==> config.mk <==
export PLATFORM = sky130hd
export DESIGN_NAME = script_token_lexer
export DESIGN_NICKNAME = d
export VERILOG_FILES = /design/src/design/stl_pkg.sv /design/src/design/stl_core.sv /design/src/design/stl_queue.sv /design/src/design/script_token_lexer.sv
export SDC_FILE = /design/constraint.sdc
export NUM_CORES = 2
export LEC_CHECK = 0
export ABC_AREA = 1
export BUFFER_PORTS_ARGS = -buffer_cell sky130_fd_sc_hd__buf_2
export CORE_ASPECT_RATIO = 2
export CORE_UTILIZATION = 40
export DETAILED_ROUTE_END_ITERATION = 8
export SKIP_CTS_REPAIR_TIMING = 1
export SLEW_MARGIN = 10
export SYNTH_ARGS = -nofsm -noshare
export SYNTH_HDL_FRONTEND = slang
export SYNTH_SLANG_ARGS = --single-unit
export TNS_END_PERCENT = 20
==> constraint.sdc <==
create_clock -name clk -period 12.3 [get_ports clk]
set_input_delay 2.46 -clock clk [delete_from_list [all_inputs] [get_ports clk]]
set_output_delay 2.46 -clock clk [all_outputs]
set_load 0.05 [all_outputs]
==> src/design/stl_pkg.sv <==
// ----------------------------------------------------------------------------
// stl_pkg - shared types and constants of the script token lexer
// Item and result payloads, token kinds, error codes, lexer modes and the
// character codes that the lexer looks for.
// ----------------------------------------------------------------------------
`default_nettype none

package stl_pkg;

    // One input item: a program byte or the end-of-program mark
    typedef struct packed {
        logic       kind;
        logic [7:0] char_byte;
    } item_t;

    // One result item
    typedef struct packed {
        logic [3:0]  token_kind;
        logic [7:0]  text_byte;
        logic [31:0] int_magnitude;
        logic [59:0] frac_value;
        logic [4:0]  frac_count;
        logic        negative;
        logic [15:0] text_length;
        logic [1:0]  error_code;
        logic        last;
    } result_t;

    // Most results one item can cause
    localparam int MAX_RESULTS = 4;
    localparam int RES_CNT_BITS = $clog2(MAX_RESULTS + 1);

    // Results of one lexer step, handed to the result queue
    typedef struct packed {
        logic [RES_CNT_BITS-1:0]  count;
        result_t [MAX_RESULTS-1:0] res;
    } step_out_t;

    // Result queue depth
    localparam int QUEUE_DEPTH = 8;

    // Input item kinds
    localparam logic ITEM_BYTE = 1'b0;
    localparam logic ITEM_END  = 1'b1;

    // Token kinds
    localparam logic [3:0] TK_BEGIN   = 4'd0;
    localparam logic [3:0] TK_INT     = 4'd1;
    localparam logic [3:0] TK_DEC     = 4'd2;
    localparam logic [3:0] TK_IDENT   = 4'd3;
    localparam logic [3:0] TK_STR     = 4'd4;
    localparam logic [3:0] TK_OPER    = 4'd5;
    localparam logic [3:0] TK_LPAREN  = 4'd6;
    localparam logic [3:0] TK_RPAREN  = 4'd7;
    localparam logic [3:0] TK_LBRACE  = 4'd8;
    localparam logic [3:0] TK_RBRACE  = 4'd9;
    localparam logic [3:0] TK_COMMA   = 4'd10;
    localparam logic [3:0] TK_SEMI    = 4'd11;
    localparam logic [3:0] TK_CONTENT = 4'd12;
    localparam logic [3:0] TK_END     = 4'd13;
    localparam logic [3:0] TK_DROP    = 4'd14;

    // Error codes
    localparam logic [1:0] ERR_NONE     = 2'd0;
    localparam logic [1:0] ERR_UNTERM   = 2'd1;
    localparam logic [1:0] ERR_STRAY_US = 2'd2;

    // Lexer modes
    typedef enum logic [2:0] {
        MODE_IDLE,
        MODE_INT,
        MODE_FRAC,
        MODE_IDENT,
        MODE_STR,
        MODE_OPER
    } lex_mode_t;

    // Character codes
    localparam logic [7:0] CH_NUL    = 8'h00;
    localparam logic [7:0] CH_TAB    = 8'h09;
    localparam logic [7:0] CH_LF     = 8'h0A;
    localparam logic [7:0] CH_CR     = 8'h0D;
    localparam logic [7:0] CH_SPACE  = 8'h20;
    localparam logic [7:0] CH_QUOTE  = 8'h22;
    localparam logic [7:0] CH_LPAREN = 8'h28;
    localparam logic [7:0] CH_RPAREN = 8'h29;
    localparam logic [7:0] CH_COMMA  = 8'h2C;
    localparam logic [7:0] CH_MINUS  = 8'h2D;
    localparam logic [7:0] CH_DOT    = 8'h2E;
    localparam logic [7:0] CH_0      = 8'h30;
    localparam logic [7:0] CH_9      = 8'h39;
    localparam logic [7:0] CH_SEMI   = 8'h3B;
    localparam logic [7:0] CH_UP_A   = 8'h41;
    localparam logic [7:0] CH_UP_Z   = 8'h5A;
    localparam logic [7:0] CH_UNDER  = 8'h5F;
    localparam logic [7:0] CH_LO_A   = 8'h61;
    localparam logic [7:0] CH_LO_Z   = 8'h7A;
    localparam logic [7:0] CH_LBRACE = 8'h7B;
    localparam logic [7:0] CH_RBRACE = 8'h7D;

endpackage

`default_nettype wire

==> src/design/stl_core.sv <==
// ----------------------------------------------------------------------------
// stl_core - lexer state and per-item step logic
// Holds the lexer state and, for each registered item, works out the next
// state and the list of up to four results in one pass.
// ----------------------------------------------------------------------------
`default_nettype none

module stl_core #(
    parameter int MAX_FRAC_DIGITS = 18,
    parameter int LENGTH_BITS     = 16
) (
    input  logic              clk,
    input  logic              rst_n,
    input  logic              step,
    input  stl_pkg::item_t    item,
    output stl_pkg::step_out_t step_out
);
    import stl_pkg::*;

    // Lexer state
    lex_mode_t               mode_reg,       mode_next;
    logic [31:0]             int_accum_reg,  int_accum_next;
    logic [59:0]             frac_accum_reg, frac_accum_next;
    logic [4:0]              frac_seen_reg,  frac_seen_next;
    logic [LENGTH_BITS-1:0]  text_count_reg, text_count_next;
    logic [7:0]              held_char_reg,  held_char_next;
    logic                    held_valid_reg, held_valid_next;
    logic                    after_op_reg,   after_op_next;
    logic                    neg_pend_reg,   neg_pend_next;
    logic                    started_reg,    started_next;

    // Byte classes
    logic [7:0]  c;
    logic        is_end;
    logic        is_digit, is_letter, is_ws, is_punct, op_stop;
    logic [3:0]  punct_kind;
    logic        cont;
    logic        lone_minus;

    // Arithmetic
    logic [31:0]            int_x10;
    logic [59:0]            frac_x10;
    logic [LENGTH_BITS-1:0] text_inc;
    logic [15:0]            text_len;

    function automatic result_t mk_res(input logic [3:0]  kind,
                                       input logic [7:0]  tbyte,
                                       input logic [31:0] mag,
                                       input logic [59:0] frac,
                                       input logic [4:0]  fcount,
                                       input logic        neg,
                                       input logic [15:0] len,
                                       input logic [1:0]  err);
        result_t r;
        r.token_kind    = kind;
        r.text_byte     = tbyte;
        r.int_magnitude = mag;
        r.frac_value    = frac;
        r.frac_count    = fcount;
        r.negative      = neg;
        r.text_length   = len;
        r.error_code    = err;
        r.last          = 1'b0;
        return r;
    endfunction

    // Byte decode
    always_comb
    begin
        c         = item.char_byte;
        is_end    = (item.kind == ITEM_END);
        is_digit  = (c >= CH_0) && (c <= CH_9);
        is_letter = ((c >= CH_LO_A) && (c <= CH_LO_Z)) ||
                    ((c >= CH_UP_A) && (c <= CH_UP_Z));
        is_ws     = (c == CH_SPACE) || (c == CH_TAB) || (c == CH_LF) ||
                    (c == CH_CR) || (c == CH_NUL);
        is_punct  = (c == CH_LPAREN) || (c == CH_RPAREN) || (c == CH_LBRACE) ||
                    (c == CH_RBRACE) || (c == CH_COMMA) || (c == CH_SEMI);
        op_stop   = (c == CH_SPACE) || (c == CH_TAB) || (c == CH_LBRACE) ||
                    (c == CH_LPAREN) || (c == CH_QUOTE) || (c == CH_LF) ||
                    is_digit || is_letter || (c == CH_UNDER) || (c == CH_NUL);
        unique case (c)
            CH_LPAREN: punct_kind = TK_LPAREN;
            CH_RPAREN: punct_kind = TK_RPAREN;
            CH_LBRACE: punct_kind = TK_LBRACE;
            CH_RBRACE: punct_kind = TK_RBRACE;
            CH_COMMA:  punct_kind = TK_COMMA;
            default:   punct_kind = TK_SEMI;
        endcase
    end

    // Does this byte continue the open token
    always_comb
    begin
        unique case (mode_reg)
            MODE_INT:   cont = is_digit || (c == CH_DOT);
            MODE_FRAC:  cont = is_digit;
            MODE_IDENT: cont = is_letter || is_digit || (c == CH_UNDER);
            MODE_STR:   cont = 1'b1;
            MODE_OPER:  cont = !op_stop;
            default:    cont = 1'b0;
        endcase
    end

    // Shift-add by ten, saturating length count
    assign int_x10    = (int_accum_reg << 3) + (int_accum_reg << 1) + 32'(c[3:0]);
    assign frac_x10   = (frac_accum_reg << 3) + (frac_accum_reg << 1) + 60'(c[3:0]);
    assign text_inc   = (text_count_reg == '1) ? text_count_reg
                                               : text_count_reg + LENGTH_BITS'(1);
    assign text_len   = 16'(text_count_reg);
    assign lone_minus = held_valid_reg && (held_char_reg == CH_MINUS) && after_op_reg;

    // Next state
    always_comb
    begin
        mode_next       = mode_reg;
        int_accum_next  = int_accum_reg;
        frac_accum_next = frac_accum_reg;
        frac_seen_next  = frac_seen_reg;
        text_count_next = text_count_reg;
        held_char_next  = held_char_reg;
        held_valid_next = held_valid_reg;
        after_op_next   = after_op_reg;
        neg_pend_next   = neg_pend_reg;
        started_next    = 1'b1;

        if (is_end) begin
            mode_next       = MODE_IDLE;
            int_accum_next  = '0;
            frac_accum_next = '0;
            frac_seen_next  = '0;
            text_count_next = '0;
            held_char_next  = '0;
            held_valid_next = 1'b0;
            after_op_next   = 1'b1;
            neg_pend_next   = 1'b0;
            started_next    = 1'b0;
        end else if (cont) begin
            unique case (mode_reg)
                MODE_INT:
                begin
                    if (is_digit)
                        int_accum_next = int_x10;
                    else
                        mode_next = MODE_FRAC;
                end
                MODE_FRAC:
                begin
                    if (frac_seen_reg < 5'(MAX_FRAC_DIGITS)) begin
                        frac_accum_next = frac_x10;
                        frac_seen_next  = frac_seen_reg + 5'd1;
                    end
                end
                MODE_STR:
                begin
                    if (c == CH_QUOTE) begin
                        after_op_next   = 1'b0;
                        mode_next       = MODE_IDLE;
                        text_count_next = '0;
                    end else begin
                        text_count_next = text_inc;
                    end
                end
                MODE_OPER:
                begin
                    held_valid_next = 1'b0;
                    text_count_next = text_inc;
                end
                default:
                begin
                    text_count_next = text_inc;
                end
            endcase
        end else begin
            // finish the open token
            unique case (mode_reg)
                MODE_INT, MODE_FRAC:
                begin
                    neg_pend_next = 1'b0;
                    after_op_next = 1'b0;
                end
                MODE_IDENT:
                begin
                    after_op_next = 1'b0;
                end
                MODE_OPER:
                begin
                    if (lone_minus)
                        neg_pend_next = 1'b1;
                    else
                        after_op_next = 1'b1;
                end
                default:
                begin
                end
            endcase
            held_valid_next = 1'b0;
            mode_next       = MODE_IDLE;
            int_accum_next  = '0;
            frac_accum_next = '0;
            frac_seen_next  = '0;
            text_count_next = '0;

            // start on this byte
            if (is_digit) begin
                mode_next      = MODE_INT;
                int_accum_next = 32'(c[3:0]);
            end else if (is_letter) begin
                mode_next       = MODE_IDENT;
                text_count_next = LENGTH_BITS'(1);
            end else if (c == CH_QUOTE) begin
                mode_next = MODE_STR;
            end else if (is_punct) begin
                after_op_next = 1'b1;
            end else if (is_ws || (c == CH_UNDER)) begin
                mode_next = MODE_IDLE;
            end else begin
                mode_next       = MODE_OPER;
                held_char_next  = c;
                held_valid_next = 1'b1;
                text_count_next = LENGTH_BITS'(1);
            end
        end
    end

    // Result list
    always_comb
    begin
        logic [RES_CNT_BITS-1:0] n;
        result_t [MAX_RESULTS-1:0] res;
        n   = '0;
        res = '0;

        if (!started_reg) begin
            res[n[1:0]] = mk_res(TK_BEGIN, '0, '0, '0, '0, 1'b0, '0, ERR_NONE);
            n = n + RES_CNT_BITS'(1);
        end

        if (!is_end && cont) begin
            unique case (mode_reg)
                MODE_IDENT:
                begin
                    res[n[1:0]] = mk_res(TK_CONTENT, c, '0, '0, '0, 1'b0, '0, ERR_NONE);
                    n = n + RES_CNT_BITS'(1);
                end
                MODE_STR:
                begin
                    if (c == CH_QUOTE)
                        res[n[1:0]] = mk_res(TK_STR, '0, '0, '0, '0, 1'b0, text_len,
                                             ERR_NONE);
                    else
                        res[n[1:0]] = mk_res(TK_CONTENT, c, '0, '0, '0, 1'b0, '0,
                                             ERR_NONE);
                    n = n + RES_CNT_BITS'(1);
                end
                MODE_OPER:
                begin
                    if (held_valid_reg) begin
                        res[n[1:0]] = mk_res(TK_CONTENT, held_char_reg, '0, '0, '0,
                                             1'b0, '0, ERR_NONE);
                        n = n + RES_CNT_BITS'(1);
                    end
                    res[n[1:0]] = mk_res(TK_CONTENT, c, '0, '0, '0, 1'b0, '0, ERR_NONE);
                    n = n + RES_CNT_BITS'(1);
                end
                default:
                begin
                end
            endcase
        end else begin
            // finish the open token
            unique case (mode_reg)
                MODE_INT:
                begin
                    res[n[1:0]] = mk_res(TK_INT, '0, int_accum_reg, '0, '0,
                                         neg_pend_reg, '0, ERR_NONE);
                    n = n + RES_CNT_BITS'(1);
                end
                MODE_FRAC:
                begin
                    res[n[1:0]] = mk_res(TK_DEC, '0, int_accum_reg, frac_accum_reg,
                                         frac_seen_reg, neg_pend_reg, '0, ERR_NONE);
                    n = n + RES_CNT_BITS'(1);
                end
                MODE_IDENT:
                begin
                    res[n[1:0]] = mk_res(TK_IDENT, '0, '0, '0, '0, 1'b0, text_len,
                                         ERR_NONE);
                    n = n + RES_CNT_BITS'(1);
                end
                MODE_STR:
                begin
                    if (is_end) begin
                        res[n[1:0]] = mk_res(TK_STR, '0, '0, '0, '0, 1'b0, text_len,
                                             ERR_UNTERM);
                        n = n + RES_CNT_BITS'(1);
                    end
                end
                MODE_OPER:
                begin
                    if (!lone_minus) begin
                        if (held_valid_reg) begin
                            res[n[1:0]] = mk_res(TK_CONTENT, held_char_reg, '0, '0, '0,
                                                 1'b0, '0, ERR_NONE);
                            n = n + RES_CNT_BITS'(1);
                        end
                        res[n[1:0]] = mk_res(TK_OPER, '0, '0, '0, '0, 1'b0, text_len,
                                             ERR_NONE);
                        n = n + RES_CNT_BITS'(1);
                    end
                end
                default:
                begin
                end
            endcase

            // end mark, or the results of starting on this byte
            if (is_end) begin
                res[n[1:0]] = mk_res(TK_END, '0, '0, '0, '0, 1'b0, '0, ERR_NONE);
                n = n + RES_CNT_BITS'(1);
            end else if (is_digit) begin
                n = n;
            end else if (is_letter) begin
                res[n[1:0]] = mk_res(TK_CONTENT, c, '0, '0, '0, 1'b0, '0, ERR_NONE);
                n = n + RES_CNT_BITS'(1);
            end else if (is_punct) begin
                res[n[1:0]] = mk_res(punct_kind, '0, '0, '0, '0, 1'b0, '0, ERR_NONE);
                n = n + RES_CNT_BITS'(1);
            end else if (c == CH_UNDER) begin
                res[n[1:0]] = mk_res(TK_DROP, '0, '0, '0, '0, 1'b0, '0, ERR_STRAY_US);
                n = n + RES_CNT_BITS'(1);
            end
        end

        // mark the final result of this item
        if (n != '0)
            res[2'(n - RES_CNT_BITS'(1))].last = 1'b1;

        step_out.count = n;
        step_out.res   = res;
    end

    // State registers
    always_ff @(posedge clk or negedge rst_n)
    begin
        if (!rst_n) begin
            mode_reg       <= MODE_IDLE;
            int_accum_reg  <= '0;
            frac_accum_reg <= '0;
            frac_seen_reg  <= '0;
            text_count_reg <= '0;
            held_char_reg  <= '0;
            held_valid_reg <= 1'b0;
            after_op_reg   <= 1'b1;
            neg_pend_reg   <= 1'b0;
            started_reg    <= 1'b0;
        end else if (step) begin
            mode_reg       <= mode_next;
            int_accum_reg  <= int_accum_next;
            frac_accum_reg <= frac_accum_next;
            frac_seen_reg  <= frac_seen_next;
            text_count_reg <= text_count_next;
            held_char_reg  <= held_char_next;
            held_valid_reg <= held_valid_next;
            after_op_reg   <= after_op_next;
            neg_pend_reg   <= neg_pend_next;
            started_reg    <= started_next;
        end
    end

endmodule

`default_nettype wire

==> src/design/stl_queue.sv <==
// ----------------------------------------------------------------------------
// stl_queue - result queue
// Takes up to four results per cycle from the lexer step and hands them
// out one per transfer on the result channel.
// ----------------------------------------------------------------------------
`default_nettype none

module stl_queue (
    input  logic               clk,
    input  logic               rst_n,
    input  logic               push,
    input  stl_pkg::step_out_t step_out,
    output logic               room,
    output logic               result_valid,
    input  logic               result_stall,
    output stl_pkg::result_t   result
);
    import stl_pkg::*;

    localparam int IDX_BITS = $clog2(QUEUE_DEPTH);
    localparam int CNT_BITS = $clog2(QUEUE_DEPTH + 1);

    result_t [QUEUE_DEPTH-1:0] entry_reg;
    logic [IDX_BITS-1:0]       head_reg, head_next;
    logic [IDX_BITS-1:0]       tail_reg, tail_next;
    logic [CNT_BITS-1:0]       count_reg, count_next;
    logic [CNT_BITS-1:0]       push_n;
    logic                      pop;

    // Room for a full step's worth of results
    assign room         = (count_reg <= CNT_BITS'(QUEUE_DEPTH - MAX_RESULTS));
    assign result_valid = (count_reg != '0);
    assign result       = entry_reg[head_reg];
    assign pop          = result_valid && !result_stall;
    assign push_n       = push ? CNT_BITS'(step_out.count) : '0;

    // Pointer and fill level update
    always_comb
    begin
        tail_next  = tail_reg + IDX_BITS'(push_n);
        head_next  = pop ? head_reg + IDX_BITS'(1) : head_reg;
        count_next = count_reg + push_n - CNT_BITS'(pop);
    end

    always_ff @(posedge clk or negedge rst_n)
    begin
        if (!rst_n) begin
            head_reg  <= '0;
            tail_reg  <= '0;
            count_reg <= '0;
        end else begin
            head_reg  <= head_next;
            tail_reg  <= tail_next;
            count_reg <= count_next;
        end
    end

    // Entry writes, one per result of the step
    always_ff @(posedge clk)
    begin
        for (int i = 0; i < MAX_RESULTS; i++) begin
            if (push && (RES_CNT_BITS'(i) < step_out.count))
                entry_reg[tail_reg + IDX_BITS'(i)] <= step_out.res[i];
        end
    end

endmodule

`default_nettype wire

==> src/design/script_token_lexer.sv <==
// ----------------------------------------------------------------------------
// script_token_lexer - streaming lexer for a small script language
// Turns a stream of program bytes into begin, content-byte, token and end
// results, numbers carried as integer part plus decimal fraction digits.
// ----------------------------------------------------------------------------
//
//  channel  | ports                              | direction
//  ---------+------------------------------------+----------
//  item     | item, item_valid, item_stall       | in
//  result   | result, result_valid, result_stall | out
//
//  An item is registered on transfer and lexed once the queue has room, when
//  its zero to four results are written into an eight-entry result queue.
//  One item per cycle is taken while the queue has room for four results;
//  results leave at one per cycle while result_stall is low, so the queue
//  drain rate sets the long-run rate when items cause over one result each.
//  Reset returns the lexer to the start of a program with an empty queue.
//  item_stall is high while a registered item waits for queue room.
// ----------------------------------------------------------------------------
`default_nettype none

module script_token_lexer #(
    parameter int MAX_FRAC_DIGITS = 18,
    parameter int LENGTH_BITS     = 16
) (
    input  logic             clk,
    input  logic             rst_n,
    input  stl_pkg::item_t   item,
    input  logic             item_valid,
    output logic             item_stall,
    output stl_pkg::result_t result,
    output logic             result_valid,
    input  logic             result_stall
);
    import stl_pkg::*;

    item_t     item_reg;
    logic      item_full_reg, item_full_next;
    logic      room;
    logic      step;
    step_out_t step_out;

    // Input register: emptied when the queue can take a full step
    assign step           = item_full_reg && room;
    assign item_stall     = item_full_reg && !room;
    assign item_full_next = (item_valid && !item_stall) ? 1'b1 :
                            step ? 1'b0 : item_full_reg;

    always_ff @(posedge clk or negedge rst_n)
    begin
        if (!rst_n)
            item_full_reg <= 1'b0;
        else
            item_full_reg <= item_full_next;
    end

    always_ff @(posedge clk)
    begin
        if (item_valid && !item_stall)
            item_reg <= item;
    end

    // Lexer step
    stl_core #(
        .MAX_FRAC_DIGITS (MAX_FRAC_DIGITS),
        .LENGTH_BITS     (LENGTH_BITS)
    ) u_core (
        .clk      (clk),
        .rst_n    (rst_n),
        .step     (step),
        .item     (item_reg),
        .step_out (step_out)
    );

    // Result queue
    stl_queue u_queue (
        .clk          (clk),
        .rst_n        (rst_n),
        .push         (step),
        .step_out     (step_out),
        .room         (room),
        .result_valid (result_valid),
        .result_stall (result_stall),
        .result       (result)
    );

endmodule

`default_nettype wire

==> flow_metrics.env <==
export IMPL_viasPerCell=6.20
export IMPL_ios=144
export IMPL_core_mm2=0.194
export IMPL_dp_hpwl_um=248000
export IMPL_power_density_mw_per_mm2=281
export IMPL_postSynthCellCount=12614
export IMPL_gp_congestion=1.05
export IMPL_cp_arrival_ns=5.50
export IMPL_fmax_ghz=0.126
export IMPL_drt_iter0_markers=11406
export IMPL_setup_violations=0
export IMPL_die_height_um=627
export IMPL_grt_pass1_vias=86465
export IMPL_slowest_delay_ns=0.81
export IMPL_cts_root_buffer="clkbuf_16"
export IMPL_crit_buf_inv=5
export IMPL_worstSetupPathType="flop to output pin"
export IMPL_start_util_pct=40.3
export IMPL_p_leak_nw=40.5
export IMPL_seq_area_frac_synth_pct=31.2
export IMPL_port_buffers=143
export IMPL_post_place_ws_ns=5.30
export IMPL_yosysUniqueCellTypes=58
export IMPL_die_w_um=315
export IMPL_clk_pin_slew_worst_paths_ns=0.07
export IMPL_layout_drive_gt1_share_pct=5.21
export IMPL_synth_seq_cells=1180
export IMPL_clk_latency_ns=0.77
export IMPL_dieArea_mm2=0.197
export IMPL_cp_required_ns=9.84
export IMPL_finClkSkew_ns=0.0362
export IMPL_cp_end_kind="output pin"
export IMPL_clockBufferDepth=3
export IMPL_grt_pass1_wl_um=581000
export IMPL_status="finished, violations left"
export IMPL_cts_htree_levels=3
export IMPL_synth_area_mm2=0.0782
export IMPL_cpMostUsedCell="buf_4"
export IMPL_nFillCells=20742
export IMPL_wire_per_inst_um=27.4
export IMPL_slew_limit_headroom_pct=4.41
export IMPL_fin_nets=12363
export IMPL_clkSinkCount=1180
export IMPL_ys_async_sr_fraction_pct=11.8
export IMPL_worst_pin_slew_ns=1.43
export IMPL_yosysWarnings=0
export IMPL_antenna_found_initial=30
export IMPL_postRouteWirelength_um=406000
export IMPL_syn_to_final_growth_pct=7.55
export IMPL_antenna_left=0
export IMPL_maxSlewViolCount=0
export IMPL_grt_max_degree=181
export IMPL_syn_nets=12826
export IMPL_finalPower_mw=23.6
export IMPL_rsz0062_at_grt="no"
export IMPL_grt_usage_pct=39.7
export IMPL_drc=1
export IMPL_synth_edf_count=9
export IMPL_final_setup_tns_ns=0
export IMPL_cp_slowest_cell="a31oi_1"
export IMPL_worstPathMaxFanout=112
export IMPL_vias=91843
export IMPL_ir_worst_vdd_mv=0.200
export IMPL_setup_slack_ns=4.34
export IMPL_path_cells="buf_12, buf_4, buf_4, buf_4, nor2_1, nor2_1, o21ai_0, a31oi_1, buf_2"
export IMPL_cap_violations=0
export IMPL_dr_pass1_iters=9
export IMPL_largest_register_ffs=1032
export IMPL_final_period_utilization_pct=64.7
export IMPL_hold_violations=0
export IMPL_syn_avg_cell_area_um2=6.20
export IMPL_numCtsBuffers=116
export IMPL_rows=229
export IMPL_hold_path_class="flop to flop"
export IMPL_cts_tree="built"
export IMPL_failed_checks="DRC"
export IMPL_startpoint_type="flop"
export IMPL_overflow=0
export IMPL_worst_path_dominant_cell_family="buffers and inverters"
export IMPL_timing_final_crit_period_ns=7.96
export IMPL_yosys_most_used_dff="dfxtp_1"
-- power by group --
group	internal (mW)	switching [mW]	leakage [nW]
combinational	3.55	9.98	28.0
clock	2.13	1.79	1.96
sequential	5.40	0.784	10.6
-- area by class of cell --
class	instances	area, um^2	area share (%)
timing repair buffer	327	2190	2.60
clock buffer	176	3450	4.10
inverter	1771	6720	7.98
clock inverter	40	527	0.626
tap	2541	3180	3.78
sequential	1180	24400	29.0
multi-input combinational	8755	43600	51.8
antenna	12	30.0	0.0357
-- logic make-up (layout without fill, tap and decap cells) --
logic type	after synthesis	after routing	share of synthesized area, %
DFF	1180	1180	31.2
and+or+nand+nor	4244	4244	21.7
other	0	12	0
xor gates and xnor gates	51	51	0.571
AOI/OAI and AO/OA	4261	4261	29.9
adders and majority gates	199	199	3.24
buffers and inverters	2679	2314	13.4
-- tightest hold or removal path: cells and delay by family (launching register included) --
family,cells,cell delay [ns]
flip-flops,1,0.31
AND/OR/NAND/NOR,1,0.05
AO/OA/AOI/OAI,1,0.11
-- through the flow --
step	area [um^2]	std cells	hold WS (ns)	utilization (%)
finish	84100	14802	0.512	43.3
global route	84100	14791	0.538	43.3
CTS	84100	14789	0.513	43.3
detailed placement	80100	14573	0.500	41.2
global placement	80100	14573	0.498	41.2
floorplan	78200	12614	0.475	-
-- placed cells by master (no fill, tap or decap), types with 166 or more instances in the layout --
cell,n
nand2_1,2404
o21ai_0,1891
inv_1,1723
a21oi_1,1372
nor2_1,1154
dfxtp_1,1032
o211ai_1,540
nand3_1,481
ha_1,193
buf_4,176
a31oi_1,166
-- layer usage --
layer	part of all wire (%)	global-route usage [%]	wire, um
met2	46	65.5	186000
met5	0.030	0	122
met4	9.7	33.1	39300
met3	10	7.70	41400
met1	34	43.9	140000
-- cell usage after synthesis (all sizes together), types with 4 or more instances --
cell type	number	share of area, %
nor3	92	0.59
edfxtp	9	0.35
nand4	35	0.28
dfxtp	1032	26
clkinv	11	0.053
a21oi	1372	8.8
fa	6	0.15
a21o	5	0.048
xnor2	25	0.28
clkbuf	530	2.5
o21a	16	0.15
o31ai	15	0.14
o21ai	1986	13
xor2	26	0.29
inv	1760	8.4
ha	193	3.1
a221oi	6	0.067
or2	4	0.032
nand2	2439	12
o21bai	22	0.23
nand3	492	3.2
buf	378	2.4
nor2	1162	5.6
a21boi	10	0.096
o211ai	551	5.4
o221ai	7	0.078
a31oi	166	1.3
o22ai	93	0.74
nor4	16	0.13
dfrtp	138	4.4
-- worst paths after layout --
kind	startpoint	end	slack (ns)	depth (start not counted)
min in group asynchronous	rst_n	u_core.int_accum_reg[18]	1.66	1
max in group asynchronous	rst_n	u_core.frac_accum_reg[30]	8.66	3
min reg2reg	u_queue.entry_reg[447]	u_queue.entry_reg[447]	0.51	2
max reg2reg	item_reg[3]	u_queue.entry_reg[354]	5.27	21
max	u_queue.head_reg[0]	result[22]	4.34	9
min	u_queue.entry_reg[447]	u_queue.entry_reg[447]	0.51	2
Power figures use the tool's default switching activity.
